File: src/design/imq_pkg.sv
`timescale 1ns / 1ps
package imq_pkg;
    localparam int NUM_VERTICES = 256;
    localparam int PRIORITY_WIDTH = 32;
    localparam int SLOT_W = $clog2(NUM_VERTICES);
    localparam int CNT_W = SLOT_W + 1;
    localparam int VID_W = 8;

    localparam logic OP_INSERT = 1'b0;
    localparam logic OP_REMOVE = 1'b1;

    typedef struct packed {
        logic                      opcode;
        logic [VID_W-1:0]          vertex_id;
        logic [31:0]               priority_req;
    } imq_req_t;

    typedef struct packed {
        logic                      status;
        logic [VID_W-1:0]          removed_vertex;
        logic [31:0]               removed_priority;
        logic [8:0]                count;
    } imq_rsp_t;

    typedef struct packed {
        logic                      we;
        logic [SLOT_W-1:0]         waddr;
        logic [VID_W-1:0]          wvert;
        logic [PRIORITY_WIDTH-1:0] wprio;
        logic [SLOT_W-1:0]         raddr;
    } imq_heap_cmd_t;

    typedef struct packed {
        logic [VID_W-1:0]          vert;
        logic [PRIORITY_WIDTH-1:0] prio;
    } imq_entry_t;
endpackage

File: src/design/imq_pos_mem.sv
`timescale 1ns / 1ps
module imq_pos_mem
(
    input  logic                      clk,
    input  logic                      we,
    input  logic [imq_pkg::VID_W-1:0]  waddr,
    input  logic [imq_pkg::SLOT_W-1:0] wdata,
    input  logic [imq_pkg::VID_W-1:0]  raddr,
    output logic [imq_pkg::SLOT_W-1:0] rdata
);
    import imq_pkg::*;

    logic [SLOT_W-1:0] mem [NUM_VERTICES];

    always_ff @(posedge clk)
    begin
        if (we)
        begin
            mem[waddr] <= wdata;
        end
        rdata <= mem[raddr];
    end
endmodule

File: config.mk
export PLATFORM = sky130hd
export DESIGN_NAME = imq_pos_mem
export DESIGN_NICKNAME = d
export VERILOG_FILES = /design/src/design/imq_pkg.sv /design/src/design/imq_pos_mem.sv
export SDC_FILE = /design/constraint.sdc
export NUM_CORES = 2
export LEC_CHECK = 0
export CAP_MARGIN = 30
export CORE_MARGIN = 2
export CORE_UTILIZATION = 25
export DETAILED_ROUTE_END_ITERATION = 8
export DONT_BUFFER_PORTS = 1
export GPL_TIMING_DRIVEN = 0
export PLACE_DENSITY = 0.42
export SYNTH_ARGS = -nofsm -noshare
export SYNTH_HDL_FRONTEND = slang
export SYNTH_SLANG_ARGS = --single-unit
File: constraint.sdc
create_clock -name clk -period 1.9 [get_ports clk]
set_input_delay 0.19 -clock clk [delete_from_list [all_inputs] [get_ports clk]]
set_output_delay 0.19 -clock clk [all_outputs]
set_load 0.1 [all_outputs]
==> impl_results.md <==
- Pre-antenna DRT Iters: 6
- RSZ-0062 raised after global routing: yes
- CTS tree: yes
- Crit Path Category: input port to flip-flop
- Setup ws final: -0.681 ns
- Share of cells above drive strength 1: 31.6%
- Placed wire-length estimate: 186 mm
- Cell Pwr Density: 1020 mW/mm^2
- Grt ovf: 0
- Total track usage: 17.1%
- Max FO, Critical Path: 10
- Synth top area cells: edfxtp_1 (77%), mux4_2 (13%), mux2i_1 (1.7%), nor2_1 (1.3%), a22oi_1 (1.3%)
- Wire per inst: 33.3 microns
- Final WL: 281 mm
- Placer Congestion: 0.848
- Synth unique cells: 55
- Total clock buffers created by CTS: 222
- Count of input and output buffers: 0
- Max Clock Skew: 0.0369 ns
- Yosys warns: 0
- Status: complete, but fails checks
- Via Count: 41000
- Count leader, synth: edfxtp_1
- Pleak: 28.7 nW
- Net Count, Synth: 3759
- Max-slew violation count: 0
- Final hold vios: 1556
- Peak VDD IR: 1.01 mV
- Antenna violations before repair: 16
- Synthesized cell area: 0.0796 sq mm
- Design Power: 0.0976 W
- CTS sink cnt: 2056
- Worst hold slack: -0.532 ns
- # IOs: 34
- DIE AREA: 0.323 sq mm
- Worst-Skew Late Latency: 0.86 ns
- Top_reg_cell synth: edfxtp_1
- Cell accounting for the most synthesized area: edfxtp_1
- Synthesized area per cell: 21.3 sq um
- Site Rows: 207
- MaxCap Viol Count: 0
- Crit-path most repeated cell: buf_2
- Pre-CTS WS: -2.80 ns
- Vias per std cell: 4.84
- Worst Path Arrival: 3.28 ns
- Fillcell total: 30600
- Cells after synthesis: 3733
- Worst EP required: 2.60 ns
- Sequential cell area fraction in the yosys report: 77.5%
- Hold Crit Class: input port to flip-flop
- Final ANT Viol Nets: 0
- Fmax achieved: 0.388 GHz
- Most frequent cells after synthesis: edfxtp_1 (2048), mux4_2 (454), nor2_1 (282)
- Final min period: 2.58 ns
- Violations in the final reports: hold timing, setup timing
- #FFs+latches synth: 2056
- Final Setup Violations: 70
- Starting Density: 25.1%
- Max-slew headroom: 6.77%
- Area growth, synth to finish: 20.2%
- CP peak stage delay: 0.72 ns
- CTS Buffer Depth: 3
- Die H: 568 microns
- Clock root buffer: clkbuf_16
- Area of the core: 0.317 sq mm
- Kind of launch point of the worst setup path: input port
- Placed Cells: 8018
- Synth top area share: 77.3%
- Fraction of registers with async set/reset: 0%
- # H-tree levels: 4
- Die Wd: 568 microns
- Slowest-stage cell, CP: or3b_2
- Clock transition at path regs: 0.06 ns
- Iter 0 DRT Violations: 4995
- Nets: 4108
- Crit-path cells: buf_2 -> buf_2 -> or3b_2 -> clkbuf_2 -> o22ai_1 -> o21ai_1 -> nand3_1 -> nor4_1 -> buf_2 -> nor4_4
- Crit end category: flip-flop
- Largest net degree at the start of global routing: 257
- Vias in the first global route: 41500
- Worst Tran Pin Value: 1.40 ns
- Finished Layout Cells: 8464
- Setup_tns: -6.48 ns
- Final Cycle Share: 136%
- Remaining DRCs: 0
- EDFF count, synth: 2048
- First-pass GRT wire length: 376 mm
routing by layer:
metal / GRT usage [%] / vias up / part of all wire, %
met2: 27.8 / 1487 / 47
met1: 23.1 / 22600 / 43
met5: 0 / - / 0
met3: 3.07 / 370 / 6.2
li1: - / 16500 / -
met4: 5.78 / 0 / 3.6
critical path: cells and delay by family:
kind / cells / cell delay, ns
AOI/OAI and AO/OA: 2 / 0.41
buffers and inverters: 4 / 0.99
and+or+nand+nor: 4 / 1.65
power by group:
group | internal, W | leakage, nW | total, W | switching (W)
clock network | 0.0237 | 3.40 | 0.0419 | 0.0182
logic | 0.00187 | 6.80 | 0.00537 | 0.00350
registers | 0.0500 | 18.5 | 0.0503 | 0.000282
state kept, by name, indices dropped and copies added (netlist names):
name / cells
mem: 2048
rdata: 8
through the flow:
stage	util, %	instance area [sq um]
floorplan	-	79900
global placement	26.8	85100
detailed placement	27.2	86300
CTS	30.0	95200
global route	30.1	95600
finish	30.1	95600
cells in the final DEF, fill, tap and decap left out, types with 20 or more instances in the layout:
master     netlist  layout
clkinv_1         1      58
edfxtp_1      2048    2048
buf_4           27      80
buf_12           8      31
clkinv_2         0      47
clkbuf_16        0     225
nor2_1         282     108
a21oi_1         96      87
o221ai_1        46      30
buf_2           31      25
nor2_2           0      58
a22oi_1        133     132
nand2_1         33      32
o22ai_1         28      27
buf_8           13      42
nor2b_1         31      25
nand3_1         34      26
mux2i_1        134     134
mux4_2         454     454
buf_6           21      47
clkbuf_2         0      34
nor2_4           0     116
clkbuf_4         0      20
clkbuf_1       111      99
cells by family after synthesis:
| logic type | count (synthesis) | share of synthesized area (%) |
|---|---|---|
| AO/OA/AOI/OAI | 385 | 3.42 |
| multiplexers | 591 | 14.6 |
| flip-flops | 2056 | 77.5 |
| buffers and inverters | 235 | 1.83 |
| AND/OR/NAND/NOR | 466 | 2.63 |
final cells by class:
type | instances | area [sq um] | area share (%)
Clock buffer | 278 | 5830 | 6.10
Timing Repair Buffer | 126 | 1350 | 1.41
Sequential cell | 2056 | 61700 | 64.5
Buffer | 232 | 2050 | 2.14
Inverter | 2 | 7.51 | 0.00785
Tap cell | 4180 | 5230 | 5.47
Clock inverter | 136 | 1130 | 1.18
Multi-Input combinational cell | 1442 | 18300 | 19.2
Antenna cell | 12 | 30.0 | 0.0314
worst paths after layout:
path | startpoint | end | slack [ns] | cells after the start
worst max-delay path | raddr[1] | rdata[1]$_DFF_P_ | -0.68 | 10
worst min-delay path | wdata[6] | mem[231][6]$_DFFE_PP_ | -0.53 | 0
worst max register to register | mem[163][1]$_DFFE_PP_ | rdata[1]$_DFF_P_ | -0.66 | 6
worst min register to register | mem[33][5]$_DFFE_PP_ | rdata[5]$_DFF_P_ | 1.31 | 6
what timing repair did:
item / CTS / global route
hold buffers: 7 / 5
pin swaps: 28 / 13
endpoints found under the hold margin: 2111 / 2000
setup endpoints to repair: 1729 / 649
buffers inserted: 10 / 0
gates resized for setup: 467 / 83
No activity file was read; power rests on OpenSTA's default activity.
